**src/shst_pkg.sv**
```systemverilog
`default_nettype none

package shst_pkg;

    localparam int HANDLE_W = 32;
    localparam int MODE_W   = 3;
    localparam int SLOT_W   = 6;
    localparam int MARK_W   = 7;

    localparam logic [HANDLE_W-1:0] NO_HANDLE = '1;

    localparam logic [MODE_W-1:0] MODE_INSERT        = 3'd0;
    localparam logic [MODE_W-1:0] MODE_REMOVE_HANDLE = 3'd1;
    localparam logic [MODE_W-1:0] MODE_REMOVE_SLOT   = 3'd2;
    localparam logic [MODE_W-1:0] MODE_FIND          = 3'd3;
    localparam logic [MODE_W-1:0] MODE_GET           = 3'd4;

    // The free-slot search looks at this many occupancy bits per cycle.
    localparam int SCAN_W     = 8;
    localparam int SCAN_SEL_W = 3;

    // Read address selection for the sorted entry memory.
    localparam logic [1:0] RD_MID  = 2'd0;
    localparam logic [1:0] RD_LO   = 2'd1;
    localparam logic [1:0] RD_PREV = 2'd2;
    localparam logic [1:0] RD_NEXT = 2'd3;

    typedef struct packed {
        logic [MODE_W-1:0]   mode;
        logic [HANDLE_W-1:0] handle;
        logic [SLOT_W-1:0]   slot_index;
    } req_t;

    typedef struct packed {
        logic                ok;
        logic [SLOT_W-1:0]   slot_out;
        logic [HANDLE_W-1:0] handle_out;
        logic [MARK_W-1:0]   high_water;
    } rsp_t;

    typedef struct packed {
        logic       capture;
        logic       hos_rd;
        logic       search_init;
        logic       key_victim;
        logic       step;
        logic       ent_rd;
        logic [1:0] ent_rd_sel;
        logic       scan_init;
        logic       scan_next;
        logic       take_free;
        logic       res_get;
        logic       res_hit;
        logic       release_slot;
        logic       ent_wr_shift;
        logic       ptr_dec;
        logic       ptr_inc;
        logic       commit_insert;
        logic       count_dec;
        logic       out_load;
    } cmd_t;

    typedef struct packed {
        logic [MODE_W-1:0] mode;
        logic              key_invalid;
        logic              full;
        logic              idx_ok;
        logic              idx_used;
        logic              lo_lt_hi;
        logic              hit;
        logic              free_found;
        logic              shu_more;
        logic              shd_more;
        logic              out_free;
    } sts_t;

endpackage

`default_nettype wire

```
**src/shst_ram.sv**
```systemverilog
`default_nettype none

module shst_ram #(
    parameter int WIDTH = 32,
    parameter int DEPTH = 64,
    localparam int ADDR_W = (DEPTH > 1) ? $clog2(DEPTH) : 1
) (
    input  logic              clk,
    input  logic              wr_en,
    input  logic [ADDR_W-1:0] wr_addr,
    input  logic [WIDTH-1:0]  wr_data,
    input  logic              rd_en,
    input  logic [ADDR_W-1:0] rd_addr,
    output logic [WIDTH-1:0]  rd_data
);

    logic [WIDTH-1:0] mem_reg [DEPTH];
    logic [WIDTH-1:0] rd_data_reg;

    always_ff @(posedge clk)
    begin
        if (wr_en)
        begin
            mem_reg[wr_addr] <= wr_data;
        end
        if (rd_en)
        begin
            rd_data_reg <= mem_reg[rd_addr];
        end
    end

    assign rd_data = rd_data_reg;

endmodule

`default_nettype wire

```
**src/shst_ctrl.sv**
```systemverilog
`default_nettype none

module shst_ctrl (
    input  logic                clk,
    input  logic                rst_n,
    input  logic                req_valid,
    input  shst_pkg::sts_t      sts,
    output logic                req_ready,
    output shst_pkg::cmd_t      cmd
);

    localparam logic [3:0] S_IDLE     = 4'd0;
    localparam logic [3:0] S_DISPATCH = 4'd1;
    localparam logic [3:0] S_GET      = 4'd2;
    localparam logic [3:0] S_VICTIM   = 4'd3;
    localparam logic [3:0] S_SEARCH   = 4'd4;
    localparam logic [3:0] S_SCMP     = 4'd5;
    localparam logic [3:0] S_CHECK    = 4'd6;
    localparam logic [3:0] S_SCAN     = 4'd7;
    localparam logic [3:0] S_SHU      = 4'd8;
    localparam logic [3:0] S_SHU_WR   = 4'd9;
    localparam logic [3:0] S_SHD      = 4'd10;
    localparam logic [3:0] S_SHD_WR   = 4'd11;
    localparam logic [3:0] S_FINISH   = 4'd12;

    logic [3:0] state_reg;
    logic [3:0] state_next;

    always_ff @(posedge clk or negedge rst_n)
    begin
        if (!rst_n)
        begin
            state_reg <= S_IDLE;
        end
        else
        begin
            state_reg <= state_next;
        end
    end

    assign req_ready = (state_reg == S_IDLE);

    always_comb
    begin
        state_next     = state_reg;
        cmd            = '0;
        cmd.ent_rd_sel = shst_pkg::RD_MID;
        case (state_reg)
            S_IDLE:
            begin
                if (req_valid)
                begin
                    cmd.capture = 1'b1;
                    state_next  = S_DISPATCH;
                end
            end
            S_DISPATCH:
            begin
                // The slot map is read for every transaction; only get and
                // remove by slot look at the data.
                cmd.hos_rd      = 1'b1;
                cmd.search_init = 1'b1;
                case (sts.mode)
                    shst_pkg::MODE_INSERT:
                    begin
                        state_next = (sts.key_invalid || sts.full) ? S_FINISH : S_SEARCH;
                    end
                    shst_pkg::MODE_REMOVE_HANDLE: state_next = S_SEARCH;
                    shst_pkg::MODE_FIND:          state_next = S_SEARCH;
                    shst_pkg::MODE_REMOVE_SLOT:
                    begin
                        state_next = sts.idx_ok ? S_VICTIM : S_FINISH;
                    end
                    shst_pkg::MODE_GET:           state_next = S_GET;
                    default:                      state_next = S_FINISH;
                endcase
            end
            S_GET:
            begin
                cmd.res_get = 1'b1;
                state_next  = S_FINISH;
            end
            S_VICTIM:
            begin
                if (sts.idx_used)
                begin
                    cmd.key_victim = 1'b1;
                    state_next     = S_SEARCH;
                end
                else
                begin
                    state_next = S_FINISH;
                end
            end
            S_SEARCH:
            begin
                cmd.ent_rd = 1'b1;
                if (sts.lo_lt_hi)
                begin
                    cmd.ent_rd_sel = shst_pkg::RD_MID;
                    state_next     = S_SCMP;
                end
                else
                begin
                    cmd.ent_rd_sel = shst_pkg::RD_LO;
                    state_next     = S_CHECK;
                end
            end
            S_SCMP:
            begin
                cmd.step   = 1'b1;
                state_next = S_SEARCH;
            end
            S_CHECK:
            begin
                case (sts.mode)
                    shst_pkg::MODE_INSERT:
                    begin
                        if (sts.hit)
                        begin
                            state_next = S_FINISH;
                        end
                        else
                        begin
                            cmd.scan_init = 1'b1;
                            state_next    = S_SCAN;
                        end
                    end
                    shst_pkg::MODE_FIND:
                    begin
                        cmd.res_hit = sts.hit;
                        state_next  = S_FINISH;
                    end
                    shst_pkg::MODE_REMOVE_HANDLE, shst_pkg::MODE_REMOVE_SLOT:
                    begin
                        if (sts.hit)
                        begin
                            cmd.res_hit      = 1'b1;
                            cmd.release_slot = 1'b1;
                            state_next       = S_SHD;
                        end
                        else
                        begin
                            state_next = S_FINISH;
                        end
                    end
                    default: state_next = S_FINISH;
                endcase
            end
            S_SCAN:
            begin
                if (sts.free_found)
                begin
                    cmd.take_free = 1'b1;
                    state_next    = S_SHU;
                end
                else
                begin
                    cmd.scan_next = 1'b1;
                end
            end
            S_SHU:
            begin
                if (sts.shu_more)
                begin
                    cmd.ent_rd     = 1'b1;
                    cmd.ent_rd_sel = shst_pkg::RD_PREV;
                    state_next     = S_SHU_WR;
                end
                else
                begin
                    cmd.commit_insert = 1'b1;
                    state_next        = S_FINISH;
                end
            end
            S_SHU_WR:
            begin
                cmd.ent_wr_shift = 1'b1;
                cmd.ptr_dec      = 1'b1;
                state_next       = S_SHU;
            end
            S_SHD:
            begin
                if (sts.shd_more)
                begin
                    cmd.ent_rd     = 1'b1;
                    cmd.ent_rd_sel = shst_pkg::RD_NEXT;
                    state_next     = S_SHD_WR;
                end
                else
                begin
                    cmd.count_dec = 1'b1;
                    state_next    = S_FINISH;
                end
            end
            S_SHD_WR:
            begin
                cmd.ent_wr_shift = 1'b1;
                cmd.ptr_inc      = 1'b1;
                state_next       = S_SHD;
            end
            S_FINISH:
            begin
                if (sts.out_free)
                begin
                    cmd.out_load = 1'b1;
                    state_next   = S_IDLE;
                end
            end
            default: state_next = S_IDLE;
        endcase
    end

endmodule

`default_nettype wire

```
**src/shst_dp.sv**
```systemverilog
`default_nettype none

module shst_dp #(
    parameter int SLOTS = 64
) (
    input  logic                clk,
    input  logic                rst_n,
    input  shst_pkg::req_t      req,
    input  shst_pkg::cmd_t      cmd,
    input  logic                rsp_ready,
    output shst_pkg::sts_t      sts,
    output logic                rsp_valid,
    output shst_pkg::rsp_t      rsp
);

    localparam int HW = shst_pkg::HANDLE_W;
    localparam int SW = shst_pkg::SLOT_W;
    localparam int MW = shst_pkg::MARK_W;
    localparam int GW = shst_pkg::SCAN_W;
    localparam int GS = shst_pkg::SCAN_SEL_W;
    localparam int IW = (SLOTS > 1) ? $clog2(SLOTS) : 1;
    localparam int CW = $clog2(SLOTS + 1);
    localparam int EW = HW + IW;
    localparam int NG = (SLOTS + GW - 1) / GW;
    localparam int GI = (NG > 1) ? $clog2(NG) : 1;
    localparam int PW = NG * GW;
    localparam logic [CW-1:0] COUNT_FULL = CW'(SLOTS);

    // Control state.
    logic [CW-1:0]    count_reg, count_next;
    logic [CW-1:0]    mark_reg, mark_next;
    logic [SLOTS-1:0] used_reg, used_next;
    logic             rsp_valid_reg, rsp_valid_next;

    // Working registers of one transaction.
    shst_pkg::req_t   req_reg, req_next;
    logic [HW-1:0]    key_reg, key_next;
    logic [CW-1:0]    lo_reg, lo_next;
    logic [CW-1:0]    hi_reg, hi_next;
    logic [CW-1:0]    ptr_reg, ptr_next;
    logic [GI-1:0]    grp_reg, grp_next;
    logic [IW-1:0]    free_reg, free_next;
    logic             res_ok_reg, res_ok_next;
    logic [IW-1:0]    res_slot_reg, res_slot_next;
    logic [HW-1:0]    res_hout_reg, res_hout_next;
    shst_pkg::rsp_t   rsp_reg, rsp_next;

    // Memory ports.
    logic [EW-1:0]    ent_rd_data;
    logic [IW-1:0]    ent_rd_addr;
    logic             ent_wr_en;
    logic [IW-1:0]    ent_wr_addr;
    logic [EW-1:0]    ent_wr_data;
    logic [HW-1:0]    hos_rd_data;

    logic [HW-1:0]    rd_handle;
    logic [IW-1:0]    rd_slot;
    logic [IW-1:0]    idx_addr;
    logic             idx_ok;
    logic             idx_used;
    logic [CW:0]      mid_sum;
    logic [CW-1:0]    mid;
    logic [CW:0]      ptr_up_w;
    logic [CW-1:0]    ptr_dn;
    logic [PW-1:0]    used_pad;
    logic [GW-1:0]    grp_bits;
    logic [GS-1:0]    free_sel;
    logic [IW-1:0]    free_cand;

    assign rd_handle = ent_rd_data[EW-1 -: HW];
    assign rd_slot   = ent_rd_data[IW-1:0];

    assign idx_addr = IW'(req_reg.slot_index);
    assign idx_ok   = (32'(req_reg.slot_index) < SLOTS);
    assign idx_used = idx_ok && used_reg[idx_addr];

    assign mid_sum  = {1'b0, lo_reg} + {1'b0, hi_reg};
    assign mid      = mid_sum[CW:1];
    assign ptr_up_w = {1'b0, ptr_reg} + (CW+1)'(1);
    assign ptr_dn   = ptr_reg - CW'(1);

    // Slots past the end of the table read as occupied, so the search
    // never settles on one of them.
    always_comb
    begin
        used_pad              = '1;
        used_pad[SLOTS-1:0]   = used_reg;
    end

    assign grp_bits = used_pad[grp_reg * GW +: GW];

    always_comb
    begin
        free_sel = '0;
        for (int k = GW - 1; k >= 0; k--)
        begin
            if (!grp_bits[k])
            begin
                free_sel = GS'(k);
            end
        end
    end

    assign free_cand = IW'({grp_reg, free_sel});

    always_comb
    begin
        sts.mode        = req_reg.mode;
        sts.key_invalid = (key_reg == shst_pkg::NO_HANDLE);
        sts.full        = (count_reg == COUNT_FULL);
        sts.idx_ok      = idx_ok;
        sts.idx_used    = idx_used;
        sts.lo_lt_hi    = (lo_reg < hi_reg);
        sts.hit         = (lo_reg < count_reg) && (rd_handle == key_reg);
        sts.free_found  = !(&grp_bits);
        sts.shu_more    = (ptr_reg > lo_reg);
        sts.shd_more    = (ptr_up_w < {1'b0, count_reg});
        sts.out_free    = !rsp_valid_reg || rsp_ready;
    end

    always_comb
    begin
        case (cmd.ent_rd_sel)
            shst_pkg::RD_MID:  ent_rd_addr = mid[IW-1:0];
            shst_pkg::RD_LO:   ent_rd_addr = lo_reg[IW-1:0];
            shst_pkg::RD_PREV: ent_rd_addr = ptr_dn[IW-1:0];
            shst_pkg::RD_NEXT: ent_rd_addr = ptr_up_w[IW-1:0];
            default:           ent_rd_addr = mid[IW-1:0];
        endcase
    end

    assign ent_wr_en   = cmd.ent_wr_shift || cmd.commit_insert;
    assign ent_wr_addr = cmd.commit_insert ? lo_reg[IW-1:0] : ptr_reg[IW-1:0];
    assign ent_wr_data = cmd.commit_insert ? {key_reg, free_reg} : ent_rd_data;

    shst_ram #(
        .WIDTH (EW),
        .DEPTH (SLOTS)
    ) u_entry_ram (
        .clk     (clk),
        .wr_en   (ent_wr_en),
        .wr_addr (ent_wr_addr),
        .wr_data (ent_wr_data),
        .rd_en   (cmd.ent_rd),
        .rd_addr (ent_rd_addr),
        .rd_data (ent_rd_data)
    );

    // A slot's handle is only meaningful while its occupancy bit is set.
    shst_ram #(
        .WIDTH (HW),
        .DEPTH (SLOTS)
    ) u_slot_map_ram (
        .clk     (clk),
        .wr_en   (cmd.commit_insert),
        .wr_addr (free_reg),
        .wr_data (key_reg),
        .rd_en   (cmd.hos_rd),
        .rd_addr (idx_addr),
        .rd_data (hos_rd_data)
    );

    always_comb
    begin
        count_next     = count_reg;
        mark_next      = mark_reg;
        used_next      = used_reg;
        rsp_valid_next = rsp_valid_reg;
        req_next       = req_reg;
        key_next       = key_reg;
        lo_next        = lo_reg;
        hi_next        = hi_reg;
        ptr_next       = ptr_reg;
        grp_next       = grp_reg;
        free_next      = free_reg;
        res_ok_next    = res_ok_reg;
        res_slot_next  = res_slot_reg;
        res_hout_next  = res_hout_reg;
        rsp_next       = rsp_reg;

        if (cmd.capture)
        begin
            req_next      = req;
            key_next      = req.handle;
            res_ok_next   = 1'b0;
            res_slot_next = '0;
            res_hout_next = '0;
        end
        if (cmd.key_victim)
        begin
            key_next = hos_rd_data;
        end
        if (cmd.search_init)
        begin
            lo_next = '0;
            hi_next = count_reg;
        end
        if (cmd.step)
        begin
            if (rd_handle < key_reg)
            begin
                lo_next = mid + CW'(1);
            end
            else
            begin
                hi_next = mid;
            end
        end
        if (cmd.scan_init)
        begin
            grp_next = '0;
        end
        if (cmd.scan_next)
        begin
            grp_next = grp_reg + GI'(1);
        end
        if (cmd.take_free)
        begin
            free_next = free_cand;
            ptr_next  = count_reg;
        end
        if (cmd.res_get)
        begin
            res_ok_next   = idx_ok;
            res_hout_next = idx_used ? hos_rd_data : shst_pkg::NO_HANDLE;
        end
        if (cmd.res_hit)
        begin
            res_ok_next   = 1'b1;
            res_slot_next = rd_slot;
        end
        if (cmd.release_slot)
        begin
            used_next[rd_slot] = 1'b0;
            res_hout_next      = key_reg;
            ptr_next           = lo_reg;
        end
        if (cmd.ptr_dec)
        begin
            ptr_next = ptr_dn;
        end
        if (cmd.ptr_inc)
        begin
            ptr_next = ptr_up_w[CW-1:0];
        end
        if (cmd.commit_insert)
        begin
            used_next[free_reg] = 1'b1;
            count_next          = count_reg + CW'(1);
            res_ok_next         = 1'b1;
            res_slot_next       = free_reg;
            if (mark_reg <= CW'(free_reg))
            begin
                mark_next = CW'(free_reg) + CW'(1);
            end
        end
        if (cmd.count_dec)
        begin
            count_next = count_reg - CW'(1);
        end
        if (cmd.out_load)
        begin
            rsp_valid_next      = 1'b1;
            rsp_next.ok         = res_ok_reg;
            rsp_next.slot_out   = SW'(res_slot_reg);
            rsp_next.handle_out = res_hout_reg;
            rsp_next.high_water = MW'(mark_reg);
        end
        else if (rsp_ready)
        begin
            rsp_valid_next = 1'b0;
        end
    end

    always_ff @(posedge clk or negedge rst_n)
    begin
        if (!rst_n)
        begin
            count_reg     <= '0;
            mark_reg      <= '0;
            used_reg      <= '0;
            rsp_valid_reg <= 1'b0;
        end
        else
        begin
            count_reg     <= count_next;
            mark_reg      <= mark_next;
            used_reg      <= used_next;
            rsp_valid_reg <= rsp_valid_next;
        end
    end

    always_ff @(posedge clk)
    begin
        req_reg      <= req_next;
        key_reg      <= key_next;
        lo_reg       <= lo_next;
        hi_reg       <= hi_next;
        ptr_reg      <= ptr_next;
        grp_reg      <= grp_next;
        free_reg     <= free_next;
        res_ok_reg   <= res_ok_next;
        res_slot_reg <= res_slot_next;
        res_hout_reg <= res_hout_next;
        rsp_reg      <= rsp_next;
    end

    assign rsp_valid = rsp_valid_reg;
    assign rsp       = rsp_reg;

    // Every table entry owns exactly one occupied slot.
    a_used_matches_count: assert property (@(posedge clk) disable iff (!rst_n)
        cmd.out_load |-> ($countones(used_reg) == int'(count_reg)))
        else $error("slot occupancy disagrees with entry count");

    a_insert_slot_free: assert property (@(posedge clk) disable iff (!rst_n)
        cmd.commit_insert |-> (!used_reg[free_reg] && (lo_reg <= count_reg)))
        else $error("insert takes an occupied slot or lands past the table end");

    a_bounds: assert property (@(posedge clk) disable iff (!rst_n)
        cmd.out_load |-> ((count_reg <= COUNT_FULL) && (mark_reg <= COUNT_FULL)))
        else $error("entry count or high-water mark beyond the table size");

endmodule

`default_nettype wire

```
**src/sorted_handle_slot_table_core.sv**
```systemverilog
`default_nettype none

// Channel  Dir  Payload           Transaction taken when
// req      in   shst_pkg::req_t   req_valid && req_ready
// rsp      out  shst_pkg::rsp_t   rsp_valid && rsp_ready
//
// One transaction at a time; req_ready is high only while the controller idles.
// A find is a binary search over the sorted entries; remove by slot first
// fetches the slot's handle. A remove then shifts later entries down, an insert
// scans for a free slot and shifts later entries up. Get and early refusals skip the search.
// The single read port of the sorted entry memory sets the search and shift pace.
// A finished result sits in the output register while the next request is taken.
// Reset clears the entry count, high-water mark and slot occupancy at once.

module sorted_handle_slot_table_core #(
    parameter int SLOTS = 64
) (
    input  logic            clk,
    input  logic            rst_n,
    input  logic            req_valid,
    output logic            req_ready,
    input  shst_pkg::req_t  req,
    output logic            rsp_valid,
    input  logic            rsp_ready,
    output shst_pkg::rsp_t  rsp
);

    shst_pkg::cmd_t cmd;
    shst_pkg::sts_t sts;

    shst_ctrl u_ctrl (
        .clk       (clk),
        .rst_n     (rst_n),
        .req_valid (req_valid),
        .sts       (sts),
        .req_ready (req_ready),
        .cmd       (cmd)
    );

    shst_dp #(
        .SLOTS (SLOTS)
    ) u_dp (
        .clk       (clk),
        .rst_n     (rst_n),
        .req       (req),
        .cmd       (cmd),
        .rsp_ready (rsp_ready),
        .sts       (sts),
        .rsp_valid (rsp_valid),
        .rsp       (rsp)
    );

endmodule

`default_nettype wire
```
**config.mk**
```make
export PLATFORM = sky130hd
export DESIGN_NAME = sorted_handle_slot_table_core
export DESIGN_NICKNAME = d
export VERILOG_FILES = /design/src/shst_pkg.sv /design/src/shst_ram.sv /design/src/shst_ctrl.sv /design/src/shst_dp.sv /design/src/sorted_handle_slot_table_core.sv
export SDC_FILE = /design/constraint.sdc
export NUM_CORES = 2
export LEC_CHECK = 0
export BUFFER_PORTS_ARGS = -buffer_cell sky130_fd_sc_hd__buf_4
export CELL_PAD_IN_SITES_DETAIL_PLACEMENT = 0
export CELL_PAD_IN_SITES_GLOBAL_PLACEMENT = 2
export CORE_ASPECT_RATIO = 0.7
export CORE_MARGIN = 4
export CORE_UTILIZATION = 35
export CTS_BUF_LIST = sky130_fd_sc_hd__clkbuf_8
export CTS_CLUSTER_SIZE = 25
export DETAILED_ROUTE_END_ITERATION = 6
export PLACE_DENSITY = 0.59
export SKIP_LAST_GASP = 1
export SYNTH_ARGS = -nofsm -noshare
export SYNTH_HDL_FRONTEND = slang
export SYNTH_MEMORY_MAX_BITS = 65536
export SYNTH_SLANG_ARGS = --single-unit
export TNS_END_PERCENT = 30
```
**constraint.sdc**
```tcl
create_clock -name clk -period 5.3 [get_ports clk]
set_clock_uncertainty 0.15 [all_clocks]
set_input_delay 1.06 -clock clk [delete_from_list [all_inputs] [get_ports clk]]
set_output_delay 1.06 -clock clk [all_outputs]
set_load 0.01 [all_outputs]
```
======== Word-level counts from Yosys, hierarchy flattened ========
Memories as Yosys holds them, arrays and structs flattened. A register that Yosys moved wholly into a read port is not among the register bits.
Cells that the tools add are included.
storage, ports and cells
  memories kept ........................... 2
  RAM bits ................................ 4,480
  input bits .............................. 45
  register bits after elaboration ......... 239
  word-level logic and storage cells ...... 189
  output and inout bits ................... 48
memories
  memory                       depth  width  read ports  clocked after Yosys merged registers in  wr ports  line            source
  u_dp.u_entry_ram.mem_reg     64     38     1           1                                        1         shst_ram.sv:17  logic [WIDTH-1:0] mem_reg [DEPTH];
  u_dp.u_slot_map_ram.mem_reg  64     32     1           1                                        1         shst_ram.sv:17
operators by class
  reductions and logical operators ........ 26
  shift operators ......................... 1
  $add $sub $neg .......................... 8
  order comparisons ....................... 11
  multiplexer cells ....................... 90
  eq/ne operators ......................... 25
  bitwise logic cells ..................... 3
operators with widths
  operator                number
  $mux W32                6
  $mux W64                2
  $mux W7                 12
  $and A64 B64 Y64        1
  $not A64 Y64            1
  $or A64 B64 Y64         1
  $shiftx A64 B7 Y8       1
  $pmux W4 S13            1
  $mux W38                1
  $mux W3                 11
  $eq A32 B32 Y1          1
  $eq A32 B32 Y1 const B  1
  $lt A32 B32 Y1          1
  $mux W1                 32
  $mux W4                 6
  $mux W6                 4
  $pmux W6 S4             1
  $lt A6 B7 Y1 const B    3
  $eq A4 B4 Y1 const B    5
  $eq A4 B3 Y1 const B    4
  $pmux W4 S4             1
  $add A7 B1 Y7 const B   2
  $lt A7 B7 Y1            2
  $mux W2                 7
  other kinds (38)        57

======== Depth between registers and ports, before layout ========
  depth after elaboration ................. 9
  depth in mapped cells ................... 22
  mapped depth without buffers ............ 18

======== Cells and area by module ========
From an unflattened synthesis, not the netlist that was laid out.
unflattened totals
  cells, all modules ...................... 8,622
  area total of the unflattened synthesis .. 186,247.4 sq um
by module, submodules not included
  module                          area each (sq um)  instances  sequential area each (sq um)  cells each
  shst_ram (u_dp.u_entry_ram)     93,319.5           1          74,171.1                      3,989
  shst_ram (u_dp.u_slot_map_ram)  78,835.6           1          62,459.9                      3,324
  shst_dp                         13,455.4           1          6,511.2                       1,214
  shst_ctrl                       636.9              1          100.1                         95

======== Worst setup path after synthesis ========
OpenSTA, ideal clock, no wires.
  path type ............................... register -> register
  start ................................... register u_dp.lo_reg[5]
  end ..................................... memory u_dp.u_entry_ram.mem_reg[0][28] (netlist name) (data pin)
  setup time .............................. 0.702 ns
  required time ........................... 4.448 ns
  cell stages (with the launch flop) ...... 12
  path slack .............................. -0.281 ns
  path buffers ............................ 3
  arrival time ............................ 4.729 ns
  period minus slack after synthesis ...... 5.581 ns
  cells stage by stage .................... dfxtp_1 > inv_1 > ha_1 > and4_1 > a21boi_1 > nor2_1 > a21oi_1 > or2_2 > clkbuf_1 > clkbuf_1 > clkbuf_1 > o21ai_0
between the ends
  cells in the longest elaborated chain, start to end .. 4
RTL lines
  item                      line              source
  start, declared           shst_dp.sv:38     logic [CW-1:0] lo_reg, lo_next;
  start signal, assigned    shst_dp.sv:297    lo_reg <= lo_next;
  $gt A7 B7 Y1              shst_dp.sv:116    sts.shu_more = (ptr_reg > lo_reg);
  $mux W1                   shst_ctrl.sv:164  if (sts.shu_more)
  $mux W1                   shst_ctrl.sv:48   case (state_reg)
  $mux W38                  shst_dp.sv:134    assign ent_wr_data = cmd.commit_insert ? {key_reg, free_reg} : ent_rd_data;
  via u_dp.ent_wr_data[28]  shst_dp.sv:53     logic [EW-1:0] ent_wr_data;
  end, declared             shst_ram.sv:17
The timed path passes the listed nets, and every way through them passes these cells.

======== Worst setup path after layout ========
  start ................................... register u_dp.ptr_reg[0]
  end ..................................... register u_dp.u_entry_ram.rd_data_reg[9] (netlist: u_dp.u_entry_ram.rd_data[9]) (read register of u_dp.u_entry_ram.mem_reg) (data pin)
between the ends
  cells in the longest elaborated chain, start to end .. 6
  elaborated cells on any way between the ends .. 12
  those cells by class .................... add/sub (2); order compare (2); eq/ne (3); mux (4); reduce/logical (1)
RTL lines
  item                                        line              source
  start, declared                             shst_dp.sv:40     logic [CW-1:0] ptr_reg, ptr_next;
  start signal, assigned                      shst_dp.sv:299    ptr_reg <= ptr_next;
  $add A7 B1 Y8                               shst_dp.sv:79     assign ptr_up_w = {1'b0, ptr_reg} + (CW+1)'(1);
  $lt A8 B7 Y1                                shst_dp.sv:117    sts.shd_more = (ptr_up_w < {1'b0, count_reg});
  $mux W3                                     shst_ctrl.sv:184  if (sts.shd_more)
  $pmux W3 S3                                 shst_ctrl.sv:48
  $eq A2 B2 Y1, or another cell as far along  shst_dp.sv:123    case (cmd.ent_rd_sel)
  $pmux W6 S4                                 shst_dp.sv:123
  end, declared                               shst_ram.sv:18    logic [WIDTH-1:0] rd_data_reg;
Parallel ways exist; a longest one is shown, timed or not.
A chain may end at the register's enable or synchronous reset.

==> impl_metrics.yaml <==
placement:
  hpwl_um: 392200
  place_congestion: 0.8749
  port_buffers: 92
power_and_ir_drop:
  power_mw: 125.9
  swShare_pct: 36.82
  comb_power_share_pct: 39.5
  p_leak_nw: 71.63
  seqPwrFrac_pct: 37.8
  ir_drop_mv: 0.7874
  internal_power_mw: 79.56
  power_density_nw_per_um2: 572.4
  pwr-share-clk_pct: 22.7
  p_switching_mw: 46.36
critical_path:
  worstRegToRegCells: 18
  cp_max_fo: 12
  r2r_setup_slack_ps: 0.3
  worstPathArrival_ps: 6100
  cp.required_ps: 6100
  end_kind: "flip-flop"
  r2r-start: "u_dp.ptr_reg[0]$_DFFE_PP_"
  r2r-end: "u_dp.u_entry_ram.rd_data[9]$_DFFE_PP_"
  startpoint_type: "flip-flop"
  worstSetupPathType: "flip-flop to flip-flop"
yosys:
  synth-seq-area-share_pct: 76.66
  synth_edf_count: 4691
  syn_inst: 9129
  synthSimpleGateAreaFrac_pct: 3.577
  synth_top_family_by_area: "multiplexers"
  avgSynthCellArea_um2: 20.47
  ys_warn_count: 0
  async_flop_share_pct: 1.733
  syn-cell-area_um2: 186900
  synth_compound_area_share_pct: 2.814
  synthMuxAreaShare_pct: 14.81
  ys.flop_type: "edfxtp_1"
  synth_cell_type_count: 87
  synth_seq_cells: 4789
  synth_nets: 9255
  synth_xor_area_share_pct: 0.1687
  synth-adder-area-share_pct: 0.5504
clock_tree:
  cts_tree: "yes"
  clk_path_buf_depth: 4
  clkSinkCount: 4789
  cts_htree_levels: 6
  root_buffer: "clkbuf_8"
  clkSlewWorstSetupHoldPaths_ps: 60
  cts_buffers: 735
  insertion_delay_ps: 1330
route:
  viasPerCell: 5.601
  drt-initial-drc-count: 13615
  ant_nets: 0
  vias: 101683
  totalWireLength_um: 635000
  firstDrtPassIters: 7
  drc: 1
  wl_per_cell_um: 34.98
sta:
  grt_setup_unrepaired: "yes"
  clock.fmax_mhz: 188.7
  setup_viol: 0
  period_share_pct: 99.99
  drv_slew: 0
  min_period_ps: 5300
  finalHoldViolations: 0
  setup_tns_ps: 0
  relSlewSlack_pct: 4.456
  finalHoldWorstSlack_ps: 203.7
  worst_slew_pin_slew_ps: 1428
floorplanning:
  core_region_area_um2: 532000
  die_h_um: 619.3
  floorplan.die_area_um2: 545800
  start_util_pct: 35.13
  io_pins: 93
  fp-row-count: 224
  die_x_um: 881.3
finish:
  drive_gt1_share_pct: 30.51
  area_growth_pct: 17.73
  nNetsFinal: 10551
  largest_reg_flops: 2432
grt:
  grt_pass1_wl_um: 861100
  grt_max_degree: 131
  antenna_found_initial: 47
  grt_overflow: 0
  grt_usage_pct: 22.69
  grt_pass1_vias: 101188
outcome:
  violations: "design-rule violations"
  status: "finished, violations left"
hold_path:
  holdPathEnd: "u_dp.rsp[35]$_DFFE_PP_"
  holdPathStages: 0
  hold_class: "flip-flop to flip-flop"
  worstHoldStart: "u_dp.res_hout_reg[28]$_DFFE_PP_"
run:
  cap_violations: 0
-- timing repair --
item / in CTS / in global routing
hold buffers: 44 / 0
endpoints found under the setup margin: 34 / 286
gates cloned: 1 / 6
setup buffers: 5 / 18
pin swaps: 2 / 5
resized for setup: 32 / 59
hold endpoints to repair: 93 / 0
-- kinds of logic after synthesis --
kind of cell               count (synthesis)
buffers and inverters                    579
adders and majority gates                 81
and+or+nand+nor                         1513
muxes                                   1361
DFF                                     4789
AOI/OAI and AO/OA                        770
xor gates and xnor gates                  36
-- Yosys cell counts (18+ instances only) --
library cell / instances / share of area [%]
a21o_1: 81 / 0.33
a21oi_1: 106 / 0.28
a221oi_1: 57 / 0.27
a22oi_1: 65 / 0.26
a31oi_1: 45 / 0.15
a32o_1: 18 / 0.096
a32oi_1: 34 / 0.16
and3_1: 28 / 0.094
buf_1: 74 / 0.15
buf_2: 103 / 0.28
buf_4: 32 / 0.13
buf_6: 29 / 0.17
clkbuf_1: 254 / 0.51
dfrtp_1: 83 / 1.1
edfxtp_1: 4691 / 75
ha_1: 79 / 0.53
inv_1: 80 / 0.16
mux2_2: 61 / 0.37
mux2i_1: 183 / 0.98
mux4_2: 1117 / 13
nand2_1: 737 / 1.5
nand3_1: 321 / 0.86
nand4_1: 49 / 0.16
nor2_1: 224 / 0.45
nor3_1: 41 / 0.11
nor4_1: 20 / 0.067
o21ai_0: 193 / 0.52
o22ai_1: 27 / 0.090
xnor2_1: 25 / 0.12
-- routing by layer --
layer | track usage (%) | share of wire (%) | vias up
met5 | 0 | 0.017 | -
met4 | 5.628 | 2.4 | 16
met3 | 4.498 | 8.2 | 817
met2 | 34.60 | 45 | 4676
met1 | 33.60 | 44 | 55653
li1 | - | - | 40521
-- worst max-delay path, stage by stage, from the launching register on --
cell and delay, ps:
edfxtp_1 500, ha_4 230, xor2_2 180, ha_1 320, a211o_1 330, a31oi_2 200
o21ai_1 120, buf_4 180, o21ai_4 220, a22o_1 200, or2_4 260, buf_16 260
buf_16 200, buf_12 170, mux4_2 500, o22ai_1 170, a31o_2 290, a32o_1 250
o2111ai_1 140
-- worst max path at each step --
| stage | startpoint | end | slack [ps] | cells after the start |
|---|---|---|---|---|
| 5_1_grt | u_dp.ptr_reg[0]$_DFFE_PP_ | u_dp.u_entry_ram.rd_data[9]$_DFFE_PP_ | -100 | 19 |
| 3_5_place_dp | u_dp.ptr_reg[0]$_DFFE_PP_ | u_dp.u_entry_ram.rd_data[19]$_DFFE_PP_ | -350 | 21 |
| 6_report | u_dp.ptr_reg[0]$_DFFE_PP_ | u_dp.u_entry_ram.rd_data[9]$_DFFE_PP_ | 0.3 | 18 |
| 2_1_floorplan | u_dp.lo_reg[5]$_DFF_P_ | u_dp.u_entry_ram.mem_reg[0][28]$_DFFE_PP_ | -280 | 11 |
| 4_1_cts | u_dp.ptr_reg[0]$_DFFE_PP_ | u_dp.u_entry_ram.rd_data[9]$_DFFE_PP_ | -20 | 18 |
| 3_3_place_gp | u_dp.ptr_reg[0]$_DFFE_PP_ | u_dp.u_entry_ram.rd_data[19]$_DFFE_PP_ | -500 | 21 |
-- area by class of cell --
| type | instances | area (um2) |
|---|---|---|
| flip-flops and latches | 4789 | 143200 |
| multi-input cells | 3761 | 42830 |
| clock buffers | 742 | 10210 |
| repair buffers | 1055 | 11460 |
| diodes | 25 | 62.56 |
| inverters | 83 | 311.5 |
| well taps | 7119 | 8907 |
| clock inverters | 581 | 2963 |
| fillers | 47130 | 312000 |
-- through the flow --
step | util, % | setup slack (ps) | cells | cell area (um2)
floorplan | - | -281.2 | 9129 | 186900
global placement | 38.63 | -499.5 | 16733 | 205500
detailed placement | 38.63 | -351.7 | 16733 | 205500
CTS | 41.23 | -21.27 | 18106 | 219300
global route | 41.35 | -101.9 | 18137 | 220000
finish | 41.36 | 0.2691 | 18155 | 220000
-- cells in the final DEF, fill, tap and decap left out, drive strengths merged, types with 18 or more instances in the layout --
master and instances:
clkinv 268, nand3 321, a221oi 58, nor2 226
xnor2 25, nand2 737, nor4 21, mux2 61
a22oi 65, o22ai 27, nand4 49, mux2i 183
a21o 81, dlygate4sd3 44, a32o 18, a31oi 45
and3 28, diode 25, o21ai 205, edfxtp 4691
clkbuf 748, mux4 1117, ha 79, a21oi 107
a32oi 34, dfrtp 83, buf 1005, inv 375
nor3 44
-- power by group through the flow --
stage	clock, mW	combinational (mW)	sequential (mW)
6_report	28.6	49.8	47.6
3_5_place_dp	0	48.1	48.3
2_1_floorplan	0	26.4	48.4
5_1_grt	31.1	52.2	47.5
3_3_place_gp	0	47.7	48.3
4_1_cts	29.3	48.7	47.5
Power figures use the tool's default switching activity.
